[config.mk]
export PLATFORM = sky130hd
export DESIGN_NAME = rds_divide
export DESIGN_NICKNAME = d
export VERILOG_FILES = /design/src/rds_pkg.sv /design/src/rds_divide.sv
export SDC_FILE = /design/constraint.sdc
export NUM_CORES = 1
export LEC_CHECK = 0
export ABC_AREA = 0
export BUFFER_PORTS_ARGS = -buffer_cell sky130_fd_sc_hd__buf_2
export CORE_UTILIZATION = 59
export DETAILED_ROUTE_END_ITERATION = 12
export GPL_TIMING_DRIVEN = 1
export PLACE_DENSITY = 0.82
export SLEW_MARGIN = 20
export SYNTH_ARGS = -nofsm -noshare
export SYNTH_HDL_FRONTEND = slang
export SYNTH_SLANG_ARGS = --single-unit
export TNS_END_PERCENT = 100
[constraint.sdc]
create_clock -name clk -period 5.1 [get_ports clk]
set_input_delay 0.765 -clock clk [delete_from_list [all_inputs] [get_ports clk]]
set_output_delay 0.765 -clock clk [all_outputs]
set_load 0.01 [all_outputs]
[src/rds_pkg.sv]
// Shared types and constants for the RGBA 2x downsampler.
// Used by the core, the divider, both checkers and the bench; depends on nothing.
package rds_pkg;

    localparam int MAX_WIDTH  = 4096;
    localparam int MAX_HEIGHT = 4096;

    localparam int COL_W      = $clog2(MAX_WIDTH);
    localparam int ROW_W      = $clog2(MAX_HEIGHT);
    localparam int DIM_W      = 13;
    localparam int CH_W       = 8;
    localparam int NUM_CH     = 4;
    localparam int NUM_COL    = 3;
    localparam int CH_ALPHA   = 3;
    localparam int SUM_W      = CH_W + 2;
    localparam int PROD_W     = 2 * CH_W;
    localparam int WSUM_W     = PROD_W + 2;
    localparam int NUM_W      = WSUM_W + 1;
    localparam int DEN_W      = SUM_W + 1;
    localparam int QSTEP_W    = $clog2(CH_W);
    localparam int CFG_IDX_W  = 2;
    localparam int CFG_DATA_W = DIM_W;

    localparam logic [CFG_IDX_W-1:0] CFG_SOURCE_WIDTH   = 2'd0;
    localparam logic [CFG_IDX_W-1:0] CFG_SOURCE_HEIGHT  = 2'd1;
    localparam logic [CFG_IDX_W-1:0] CFG_ALPHA_WEIGHTED = 2'd2;

    // channel 0 is red, channel 3 is alpha
    typedef logic [NUM_CH-1:0][CH_W-1:0] pixel_t;

    typedef struct packed {
        logic [CH_W-1:0] in_red;
        logic [CH_W-1:0] in_green;
        logic [CH_W-1:0] in_blue;
        logic [CH_W-1:0] in_alpha;
    } in_item_t;

    typedef struct packed {
        logic [CH_W-1:0] out_red;
        logic [CH_W-1:0] out_green;
        logic [CH_W-1:0] out_blue;
        logic [CH_W-1:0] out_alpha;
        logic            frame_end;
    } out_item_t;

endpackage

[src/rds_divide.sv]
// Three-lane restoring divider, one quotient bit per cycle, for the alpha-weighted colours.
// Depends on rds_pkg. Quotient must fit in CH_W bits (num < den << CH_W).
module rds_divide (
    input  logic                                      clk,
    input  logic                                      rst_n,
    input  logic                                      start,
    input  logic [rds_pkg::NUM_COL-1:0][rds_pkg::NUM_W-1:0] num,
    input  logic [rds_pkg::DEN_W-1:0]                 den,
    output logic                                      done,
    output logic [rds_pkg::NUM_COL-1:0][rds_pkg::CH_W-1:0]  quot
);

    logic                                             run_reg;
    logic                                             done_reg;
    logic [rds_pkg::QSTEP_W-1:0]                      step_reg;
    logic [rds_pkg::DEN_W-1:0]                        den_reg;
    logic [rds_pkg::NUM_COL-1:0][rds_pkg::NUM_W-1:0]  rem_reg;
    logic [rds_pkg::NUM_COL-1:0][rds_pkg::CH_W-1:0]   quot_reg;

    logic [rds_pkg::NUM_W-1:0]                        dsh;
    logic [rds_pkg::NUM_COL-1:0][rds_pkg::NUM_W-1:0]  trial;
    logic [rds_pkg::NUM_COL-1:0]                      take;

    always_comb
    begin
        dsh = rds_pkg::NUM_W'(den_reg) << step_reg;
        for (int k = 0; k < rds_pkg::NUM_COL; k++)
        begin
            take[k]  = rem_reg[k] >= dsh;
            trial[k] = rem_reg[k] - dsh;
        end
    end

    always_ff @(posedge clk or negedge rst_n)
    begin
        if (!rst_n)
        begin
            run_reg  <= 1'b0;
            done_reg <= 1'b0;
            step_reg <= '0;
        end
        else
        begin
            done_reg <= 1'b0;
            if (start)
            begin
                run_reg  <= 1'b1;
                step_reg <= rds_pkg::QSTEP_W'(rds_pkg::CH_W - 1);
            end
            else if (run_reg)
            begin
                step_reg <= step_reg - rds_pkg::QSTEP_W'(1);
                if (step_reg == '0)
                begin
                    run_reg  <= 1'b0;
                    done_reg <= 1'b1;
                end
            end
        end
    end

    always_ff @(posedge clk)
    begin
        if (start)
        begin
            den_reg  <= den;
            rem_reg  <= num;
            quot_reg <= '0;
        end
        else if (run_reg)
        begin
            for (int k = 0; k < rds_pkg::NUM_COL; k++)
            begin
                if (take[k])
                    rem_reg[k] <= trial[k];
                quot_reg[k][step_reg] <= take[k];
            end
        end
    end

    assign done = done_reg;
    assign quot = quot_reg;

endmodule

# Word level (Yosys, flattened, before mapping)
# Cells that the tools add are included.
[word_totals]
register_bits = 97
input_bits = 71
output_inout_bits = 25
elab_cells = 47
[op_classes]
add_sub_neg = 4
magnitude_cmp = 5
shift = 1
n_mux = 18
n_reduce_logical = 9
[op_table]
columns = ["cell", "count"]
rows = [
  ["2-to-1 mux 57 bit", 2],
  ["greater-or-equal comparator 19 bit", 3],
  ["2-to-1 mux 19 bit", 3],
  ["subtractor 19 bit", 3],
  ["bitwise mux 8 bit", 3],
  ["<< shifter 11 x 3 -> 19 bit", 1],
  ["nonzero test 2 bit", 4],
  ["2-to-1 mux 1 bit", 7],
  ["2-to-1 mux 3 bit", 2],
  ["AND reduction 2 bit", 3],
  ["< comparator 3 x 4 -> 1 bit, second input constant", 1],
  ["demux 1 bit (select 3 bit)", 1],
  ["greater-or-equal comparator 3 x 1 -> 1 bit, second input constant", 1],
  ["zero test 3 bit", 1],
  ["subtractor 3 x 1 -> 3 bit, second input constant", 1],
  ["logical AND 1 bit", 1],
]

# Longest topological paths before layout
# Gate-level depths: netlist of run 1.
[logic_depth]
word_depth = 5
depth_mapped = 15
mapped_depth_nobuf = 13

# Worst setup path before layout of run 1
# Ideal clock, no wire load.
[synth_path]
kind = "flip-flop to flip-flop"
from = "register step_reg[1] (netlist bit)"
to = "register rem_reg[0] (netlist bit), enable pin"
setup_ps = 399
t_arrival_ps = 3917
required_time_ps = 4701
setup_slack_ps = 784
stages_incl_launch_ff = 15
n_path_buf = 3
period_less_slack_ps = 4316
path_cell_list = "dfrtp_1 buf_1 clkbuf_1 a211oi_1 a21oi_1 a21oi_1 ha_1 nand3_2 o21bai_4 a2111oi_4 o21a_2 nor2_2 o31a_1 buf_6 o21bai_1"
[synth_via]
elab_chain_len = 4
[synth_rtl]
columns = ["element", "line", "source"]
rows = [
  ["from (decl)", "rds_divide.sv:15", "logic [rds_pkg::QSTEP_W-1:0] step_reg;"],
  ["from (signal assigned)", "rds_divide.sv:48", "step_reg <= rds_pkg::QSTEP_W'(rds_pkg::CH_W - 1);"],
  ["from (signal assigned)", "rds_divide.sv:52", "step_reg <= step_reg - rds_pkg::QSTEP_W'(1);"],
  ["<< shifter 11 x 3 -> 19 bit", "rds_divide.sv:26", "dsh = rds_pkg::NUM_W'(den_reg) << step_reg;"],
  ["greater-or-equal comparator 19 bit", "rds_divide.sv:29", "take[k] = rem_reg[k] >= dsh;"],
  ["nonzero test 2 bit (no source line)", "-", ""],
  ["AND reduction 2 bit (no source line)", "-", ""],
  ["to (signal assigned)", "rds_divide.sv:67", "rem_reg <= num;"],
  ["to (signal, indexed assignment)", "rds_divide.sv:75", "rem_reg[k] <= trial[k];"],
  ["to (decl)", "rds_divide.sv:17", "logic [rds_pkg::NUM_COL-1:0][rds_pkg::NUM_W-1:0] rem_reg;"],
]
# Every way passes these cells.
# A chain may end at the register's enable or synchronous reset.

# Worst setup path after layout of run 1
[layout_path]
from = "register step_reg[0] (netlist bit)"
to = "register rem_reg[5] (netlist bit), enable pin"
# The elaborated chain is that of the path after synthesis.

==> qor.csv, run 1 <==
metric;value;unit
status;complete, no violations;
Leak;3.30;nW
Setup Buffers After CTS;0;
vias;5992;
setup violators final;0;
vias per cell;6.09;
Worst Path Required;5.16;ns
gr usage total;31.0;%
die area;0.0121;sq mm
dpl ws;0.615;ns
Synth Flop Type;edfxtp_1;
layout cells sized above 1;18.1;%
CTS Sinks;97;
Slew Limit Fails;0;
R2R setup slack;0.59;ns
ys async rst share;5.15;%
Fin Setup TNS;0;ns
worst-margin pin slew;0.892;ns
synth warn;0;
Flop pwr share;27.6;%
Die Y;110;um
final clock period utilization by the worst path;88.4;%
Cell Area, Synth;0.00691;sq mm
final WL;17900;um
PortBufs;95;
DRT iter0 DRCs;472;
clock skew;0.0124;ns
initial antenna violation count;0;
Final GP Congestion;1.00;
Fmax;222;MHz
Layout area overhead;13.0;%
Clk pwr share;14.0;%
Avg Cell Area, Syn;9.16;sq um
Critical Path End Type;register;
Root Buffer Master;clkbuf_16;
reg2reg start;step_reg[0];
number of flops mapped to enable cells by yosys;68;
max reg flops;57;
Net Switching;2.17;mW
PD cells;629;mW/mm^2
Rows;39;
initial core utilization;60.5;%
RSZ-0062 raised after global routing;no;
CP Launch Type;register;
Die W;110;um
CTS tree;yes;
maxcap violations;0;
CTS HTree Levels;3;
worst skew pair latency;0.36;ns
CTS Buf Count;9;
post-CTS sizing;0;
P_int;2.74;mW
sw frac;44.1;%
Synth Register Bits;97;
Detailed Place HPWL;13500;um
final setup margin;0.592;ns
library cells used by synthesis;63;
Slew HR;40.5;%
Setup crit end;rem_reg[5];
worst r2r path cells;14;
Nets;966;
Hold Crit Class;in2async;
# DRC;0;
# hold bufs at CTS;0;
top post-synthesis cells by area;edfxtp_1, ha_1, dfxtp_1;
# diodes;0;
number of global-route vias before repair;5691;
register area share after synthesis;38.3;%
Final ANT Viol Nets;0;
I/O pin total;96;
Hold Fails Final Rpt;0;
post-synth top area cell;edfxtp_1;
top-area cell type share of the netlist area;29.6;%
Worst VDD drop;0.321;mV
Crit. Startpoint;step_reg[0];
first-pass GRT wire length;28100;um
shortest period the worst path allows;4.51;ns
GRT overflow;0;
pin count of the biggest net entering global routing;95;
WL/cell;18.2;um
core area;0.0114;sq mm
Mapped Nets;884;
critical path class;reg2reg;
Post-Syn Instances;754;
clk slew on worst S/H paths;0.08;ns
worst path arrival time;4.56;ns
combinational group share of total power;58.5;%
maximum clock insertion buffer count;2;
drt pass-1 iters;4;
Worst R2R End;rem_reg[5];
critical-path maximum fanout;22;
[cell usage in the layout, fill, tap and decap left out, types with 9 or more instances in the layout]
master	instances
a211oi_1	22
a211oi_2	9
a21o_1	13
a21oi_1	49
buf_2	94
buf_4	13
clkbuf_16	9
dfxtp_1	24
edfxtp_1	68
ha_1	56
inv_1	24
mux2i_1	14
nand2_1	100
nand3_1	12
nand4_1	12
nor2_1	54
nor2b_1	11
nor3_1	11
o21ai_0	83
o21bai_1	11
xnor2_1	28
xor2_1	19
[routing by layer]
| layer | share of wire, % | vias up | GRT usage [%] |
|---|---|---|---|
| met3 | 6.1 | 47 | 5.47 |
| met2 | 46 | 225 | 49.0 |
| met4 | 3.3 | 0 | 14.4 |
| li1 | - | 2936 | - |
| met1 | 44 | 2784 | 41.2 |
| met5 | 0 | - | 0 |
[cell usage after synthesis (all sizes together), types with 3 or more instances]
library cell  instances
inv                  24
and2                  3
dfxtp                24
nand2b                6
edfxtp               68
dfrtp                 5
nand3                13
and3                  7
nor4                  4
mux2i                14
o21a                  6
nor3                 11
o31ai                 7
nor2b                11
nor2                 55
a21oi                50
ha                   56
o21ai                89
o211ai                5
a21boi                4
fa                    3
a31oi                 6
a21o                 14
xor2                 19
o21bai               12
a211oi               31
clkbuf               32
nand2               100
mux2                  6
xnor2                28
buf                   4
nand4                12
[how the worst min path moves through the flow]
stage / to / slack [ns]
after floorplan: done / 0.47
after global placement: quot[14] / 0.49
after detailed placement: quot[12] / 0.49
after CTS: run_reg / 0.21
after global routing: done / 0.21
final: run_reg / 0.22
[cells by family (layout without fill, tap and decap cells)]
group,Yosys count,in the layout,share of synthesized area [%]
compound gates,240,240,22.6
xor+xnor,47,47,5.96
fa+ha+maj,59,59,11.0
buf+inv,61,148,3.46
flops,97,97,38.3
mux,22,22,3.66
simple gates,228,228,15.0
[power by group through the flow]
stage          clock [mW]  combinational (mW)  sequential (mW)
6_report            0.687                2.87             1.35
5_1_grt             0.722                3.18             1.38
4_1_cts             0.694                2.82             1.35
3_5_place_dp            0                2.81             1.37
3_3_place_gp            0                2.74             1.36
2_1_floorplan           0                2.19             1.32
[per-stage QoR]
| stage | area [sq um] | hold slack (ns) | std cells | power (mW) | util (%) |
|---|---|---|---|---|---|
| after floorplan | 6910 | 0.469 | 754 | 3.51 | - |
| after global placement | 7510 | 0.490 | 968 | 4.10 | 65.8 |
| after detailed placement | 7510 | 0.493 | 968 | 4.17 | 65.8 |
| after CTS | 7810 | 0.211 | 984 | 4.87 | 68.4 |
| after global routing | 7810 | 0.209 | 984 | 5.28 | 68.4 |
| final | 7810 | 0.216 | 984 | 4.91 | 68.4 |
[area by class of cell]
class                           instances  area [sq um]
Multi-Input combinational cell        596          4020
Fill cell                             938          3610
Sequential cell                        97          2650
Timing Repair Buffer                  107           568
Clock buffer                           10           239
Tap cell                              143           179
Inverter                               25          93.8
Clock inverter                          6          57.6
[worst max-delay path, cell delays in order, from the launching register on]
cell and delay [ns]:
dfrtp_1 0.81, clkinv_1 0.44, nand2_1 0.25, nor2_1 0.06, a21oi_1 0.50, ha_1 0.32
nand3_2 0.11, o21bai_4 0.20, a2111oi_4 0.32, o21a_2 0.20, nor2_2 0.05, o31a_1 0.27
buf_4 0.19, o21bai_1 0.22, buf_4 0.26
Power figures use the tool's default switching activity.
==> inputs of run 2 (changes only) <==
--- a/config.mk
+++ b/config.mk
@@ -7,10 +7,11 @@
 export LEC_CHECK = 0
 export ABC_AREA = 0
 export BUFFER_PORTS_ARGS = -buffer_cell sky130_fd_sc_hd__buf_2
-export CORE_UTILIZATION = 59
+export CORE_UTILIZATION = 60
+export CTS_BUF_LIST = sky130_fd_sc_hd__clkbuf_4 sky130_fd_sc_hd__clkbuf_8
 export DETAILED_ROUTE_END_ITERATION = 12
 export GPL_TIMING_DRIVEN = 1
-export PLACE_DENSITY = 0.82
+export PLACE_DENSITY = 0.83
 export SLEW_MARGIN = 20
 export SYNTH_ARGS = -nofsm -noshare
 export SYNTH_HDL_FRONTEND = slang
==> run 2 against run 1 <==
Setup slack improved by 0.098 ns. Clock-buffer cell count rose by 1. Global-route usage rose by 0.96 points. Via count rose by 0.80%. Critical path type unchanged. Largest cell class unchanged.
==> qor.csv, run 2 (synthesis gave the netlist of run 1 again) <==
metric;value;unit;change
CTS tree;yes;;
Rows;38;;-2.6%
status;complete, no violations;;
Stages on worst setup path;13;;-1
vias;6040;;+0.80%
core area;0.0110;sq mm;-3.4%
WL/cell;18.6;um;+2.5%
M3 GR Usage;7.65;%;+2.2 points
critical path class;reg2reg;;
final clock period utilization by the worst path;86.5;%;-1.9 points
PortBufs;95;;unchanged
most frequent cells in the layout;nand2_1, buf_2, o21ai_0;;
Setup Buffers After CTS;0;;unchanged
initial core utilization;62.6;%;+2.1 points
Slew Limit Fails;0;;unchanged
max reg flops;57;;unchanged
Hold Crit Class;in2async;;
worst skew pair latency;0.39;ns;+0.03 ns
Root Buffer Master;clkbuf_8;;
initial antenna violation count;0;;unchanged
Die Y;109;um;-0.82%
CP max stage cell;dfrtp_1;;
# diodes;0;;unchanged
number of global-route vias before repair;5925;;+4.1%
clock skew;0.0128;ns;+0.000465 ns
Fin Setup TNS;0;ns;unchanged
first-pass GRT wire length;28700;um;+2.0%
CP max stage delay;0.85;ns;+0.04 ns
CTS HTree Levels;3;;unchanged
CP delay by family, top;compound AO/OA/AOI/OAI gates;;
Nets;968;;+0.21%
final WL;18300;um;+2.4%
Final ANT Viol Nets;0;;unchanged
critical-path maximum fanout;22;;unchanged
met1 usage;40.0;%;-1.2 points
M2 GR Usage;51.8;%;+2.8 points
worst path arrival time;4.55;ns;about the same
# hold bufs at CTS;0;;unchanged
CTS Buf Count;9;;unchanged
CTS Sinks;97;;unchanged
Hold Fails Final Rpt;0;;unchanged
Most Crowded Layer GR;met2;;
DRT iter0 DRCs;462;;-2.1%
clk slew on worst S/H paths;0.10;ns;+0.02 ns
vias per cell;6.14;;+0.90%
Die W;109;um;-0.82%
I/O pin total;96;;unchanged
maximum clock insertion buffer count;2;;unchanged
layout cells sized above 1;18.3;%;+0.19 points
drt pass-1 iters;5;;+1
Slew HR;32.8;%;-7.7 points
GRT overflow;0;;unchanged
Detailed Place HPWL;13900;um;+2.9%
die area;0.0119;sq mm;-1.6%
Worst VDD drop;0.357;mV;+11%
final core occ;70.0;%;+1.6 points
PD cells;619;mW/mm^2;-1.6%
post-CTS sizing;0;;unchanged
Critical Path End Type;register;;
maxcap violations;0;;unchanged
worst path cell trace;clkinv_1 > a211oi_1 > a21oi_1 > mux2i_1 > ha_1 > o21ai_0 > o21bai_1 > a21o_1 > a21oi_1 > a31oi_1 > nor4_4 > o21bai_1 > buf_4;;
shortest period the worst path allows;4.41;ns;-0.0984 ns
worst r2r path cells;13;;-1
# DRC;0;;unchanged
gr usage total;31.9;%;+0.96 points
setup violators final;0;;unchanged
Leak;3.26;nW;-1.1%
RSZ-0062 raised after global routing;no;;
pin count of the biggest net entering global routing;110;;+16%
Worst Path Required;5.24;ns;+0.08 ns
Fmax;227;MHz;+2.2%
Layout area overhead;11.7;%;
worst-margin pin slew;1.01;ns;+0.116 ns
CP Launch Type;register;;
most common cell after layout, fill and taps aside;nand2_1;;
crit path buf inv count;2;;-1
Final GP Congestion;0.937;;-6.6%
-- run 2: cell types whose count changed in the layout (fill, tap and decap cells not counted) --
| cell | change |
|---|---|
| clkinv_4 | -1 |
| clkbuf_8 | +10 |
| inv_6 | +2 |
| buf_4 | +2 |
| inv_8 | -2 |
| clkbuf_16 | -9 |
-- run 2: stage by stage --
step                      power [mW]  worst slack, ns  hold slack, ns  std cells  area [sq um]
final                           4.78            0.691           0.170        983          7720
after global routing            5.12            0.277           0.162        983          7720
after detailed placement        4.20            0.767           0.490        967          7520
after global placement          4.13            0.850           0.486        967          7520
after CTS                       4.73            0.740           0.169        983          7720
after floorplan                 3.51            0.784           0.469        754          6910
-- run 2: power by group --
group | internal [mW] | switching, mW | leakage, nW
logic | 1.18 | 1.72 | 2.20
registers | 1.22 | 0.150 | 0.958
clock network | 0.211 | 0.304 | 0.101
total | 2.61 | 2.17 | 3.26
-- run 2: area by class of cell --
type	count	area, sq um
Clock buffer	11	151
Clock inverter	5	43.8
Fill cell	873	3310
Inverter	25	93.8
Multi-Input combinational cell	596	4020
Sequential cell	97	2650
Tap cell	140	175
Timing Repair Buffer	109	583
-- run 2: path summary, 6_finish.rpt --
kind                                  start     endpoint  slack (ns)
worst max register to register  step_reg[0]  rem_reg[21]        0.69
worst max-delay path            step_reg[0]  rem_reg[21]        0.69
worst min register to register     quot[12]     quot[12]        0.50
worst min-delay path                  rst_n         done        0.17
max in group asynchronous             rst_n  step_reg[1]        4.78
min in group clk                   quot[12]     quot[12]        0.50
-- run 2: routing by layer --
layer / up-vias / part of all wire, %
met4: 0 / 4.3
met3: 60 / 6.7
met2: 245 / 46
met1: 2792 / 43
met5: - / 0
li1: 2943 / -
==> inputs of run 3 (changes only) <==
--- a/config.mk
+++ b/config.mk
@@ -6,12 +6,12 @@
 export NUM_CORES = 1
 export LEC_CHECK = 0
 export ABC_AREA = 0
-export BUFFER_PORTS_ARGS = -buffer_cell sky130_fd_sc_hd__buf_2
 export CORE_UTILIZATION = 60
 export CTS_BUF_LIST = sky130_fd_sc_hd__clkbuf_4 sky130_fd_sc_hd__clkbuf_8
 export DETAILED_ROUTE_END_ITERATION = 12
+export DONT_BUFFER_PORTS = 1
 export GPL_TIMING_DRIVEN = 1
-export PLACE_DENSITY = 0.83
+export PLACE_DENSITY = 0.76
 export SLEW_MARGIN = 20
 export SYNTH_ARGS = -nofsm -noshare
 export SYNTH_HDL_FRONTEND = slang
==> run 3 against run 2 <==
Clock skew shrank 0.0031 ns. Hold slack lost 0.12 ns. Register-to-register slack lost 0.08 ns. Clock-buffer cell count shrank 1. Core utilization shrank 3.9 points. Sequential power is essentially flat. Via count shrank 5.4%. Total power grew 0.83%. Die area is the same. Combinational power shrank 3%. Critical path type unchanged. Cell area shrank 5.6%. First-iteration DRC count shrank 6.5%.
==> qor.csv, run 3 (synthesis gave the netlist of run 1 again) <==
metric;value;unit;change
Final GP Congestion;1.00;;+7.1%
Final ANT Viol Nets;0;;unchanged
clk slew on worst S/H paths;0.10;ns;about the same
Hold Fails Final Rpt;0;;unchanged
most frequent cells in the layout;nand2_1, o21ai_0, edfxtp_1;;
I/O pin total;96;;unchanged
Layout area overhead;5.43;%;
PD cells;662;mW/mm^2;+6.8%
dpl ws;0.754;ns;-0.0129 ns
Fmax;223;MHz;-1.9%
core area;0.0110;sq mm;unchanged
final setup margin;0.606;ns;-0.0842 ns
Root Buffer Master;clkbuf_8;;
CTS HTree Levels;3;;unchanged
vias;5712;;-5.4%
M1 wire length;7330;um;-7.7%
post-CTS sizing;0;;unchanged
DR WL met2;8190;um;-2.3%
R2R setup slack;0.61;ns;-0.08 ns
initial antenna violation count;0;;unchanged
die area;0.0119;sq mm;unchanged
Rows;38;;unchanged
setup violators final;0;;unchanged
drt pass-1 iters;5;;unchanged
critical path class;reg2reg;;
# hold bufs at CTS;0;;unchanged
initial core utilization;62.6;%;unchanged
Worst R2R End;rem_reg[33];;
Slew HR;32.6;%;-0.26 points
vias per cell;6.45;;+4.9%
DRT iter0 DRCs;432;;-6.5%
RSZ-0062 raised after global routing;no;;
worst skew pair latency;0.39;ns;about the same
final clock period utilization by the worst path;88.1;%;+1.7 points
WL/cell;19.7;um;+5.7%
Fillers;926;;+6.1%
# diodes;0;;unchanged
Die Y;109;um;unchanged
# DRC;0;;unchanged
worst r2r path cells;12;;-1
number of global-route vias before repair;5423;;-8.5%
clock skew;0.00970;ns;-0.00313 ns
Leak;2.86;nW;-12%
maxcap violations;0;;unchanged
Setup Buffers After CTS;0;;unchanged
met3 wire length;1340;um;+9.9%
CTS Buf Count;9;;unchanged
CTS Sinks;97;;unchanged
Detailed Place HPWL;13100;um;-5.8%
CP Launch Type;register;;
Hold Crit Class;in2async;;
worst-margin pin slew;1.01;ns;+0.00327 ns
worst path arrival time;4.63;ns;+0.08 ns
GRT overflow;0;;unchanged
Slew Limit Fails;0;;unchanged
final WL;17500;um;-4.7%
pin count of the biggest net entering global routing;154;;+40%
critical-path maximum fanout;19;;-14%
status;complete, no violations;;
Top Layer Used;met4;;
CTS tree;yes;;
shortest period the worst path allows;4.49;ns;+0.0842 ns
Nets;871;;-10%
PortBufs;0;;-100%
max reg flops;57;;unchanged
Die W;109;um;unchanged
Worst VDD drop;0.385;mV;+7.9%
Critical Path End Type;register;;
reg2reg start;step_reg[0];;
layout cells sized above 1;7.91;%;-10 points
most common cell after layout, fill and taps aside;nand2_1;;
maximum clock insertion buffer count;2;;unchanged
first-pass GRT wire length;27600;um;-3.9%
Worst Path Required;5.23;ns;about the same
Fin Setup TNS;0;ns;unchanged
gr usage total;30.7;%;-1.3 points
==> run 3: routing by layer <==
metal / up-vias / track usage (%)
met4: 0 / 14.3
met3: 44 / 7.53
met5: - / 0
li1: 2741 / -
met2: 279 / 48.8
met1: 2648 / 39.3
==> run 3: worst max-delay path by stage <==
stage,startpoint,slack (ns),end,cells after the start
finish,step_reg[0],0.61,rem_reg[33],12
global route,step_reg[0],0.36,rem_reg[27],12
CTS,step_reg[0],0.64,rem_reg[20],12
detailed placement,step_reg[0],0.75,rem_reg[20],12
global placement,step_reg[0],0.87,rem_reg[22],12
floorplan,step_reg[1],0.78,rem_reg[0],14
==> run 3: layout make-up <==
| cell class | instances | area [sq um] | share of cell area, % |
|---|---|---|---|
| Sequential cell | 97 | 2650 | 36.3 |
| Inverter | 25 | 93.8 | 1.29 |
| Timing Repair Buffer | 12 | 90.1 | 1.24 |
| Clock inverter | 6 | 116 | 1.60 |
| Clock buffer | 10 | 131 | 1.80 |
| Multi-Input combinational cell | 596 | 4030 | 55.3 |
| Tap cell | 140 | 175 | 2.40 |
==> run 3: report_power, final <==
part	leakage (nW)	switching [mW]	internal (mW)
logic	1.78	1.68	1.13
clock network	0.124	0.289	0.335
registers	0.958	0.160	1.22
total	2.86	2.13	2.69
==> run 3: worst max-delay path, stage by stage (launching register included) <==
cell,delay [ns]
dfrtp_1,0.65
clkinv_1,0.39
a211oi_1,0.30
a21oi_1,0.09
mux2i_1,0.49
ha_1,0.40
a41oi_1,0.24
o21ai_0,0.29
o21ai_1,0.36
a31oi_1,0.22
nor4_4,0.46
o21bai_1,0.11
buf_4,0.23
==> run 3: through the flow <==
step / hold slack (ns) / total power, mW / cell area, sq um / util [%] / instances
CTS: 0.0390 / 4.77 / 7280 / 66.0 / 886
global placement: 0.470 / 4.07 / 7040 / 63.8 / 870
finish: 0.0523 / 4.82 / 7280 / 66.0 / 886
floorplan: 0.469 / 3.51 / 6910 / - / 754
detailed placement: 0.470 / 4.12 / 7040 / 63.8 / 870
global route: 0.0291 / 5.17 / 7280 / 66.0 / 886
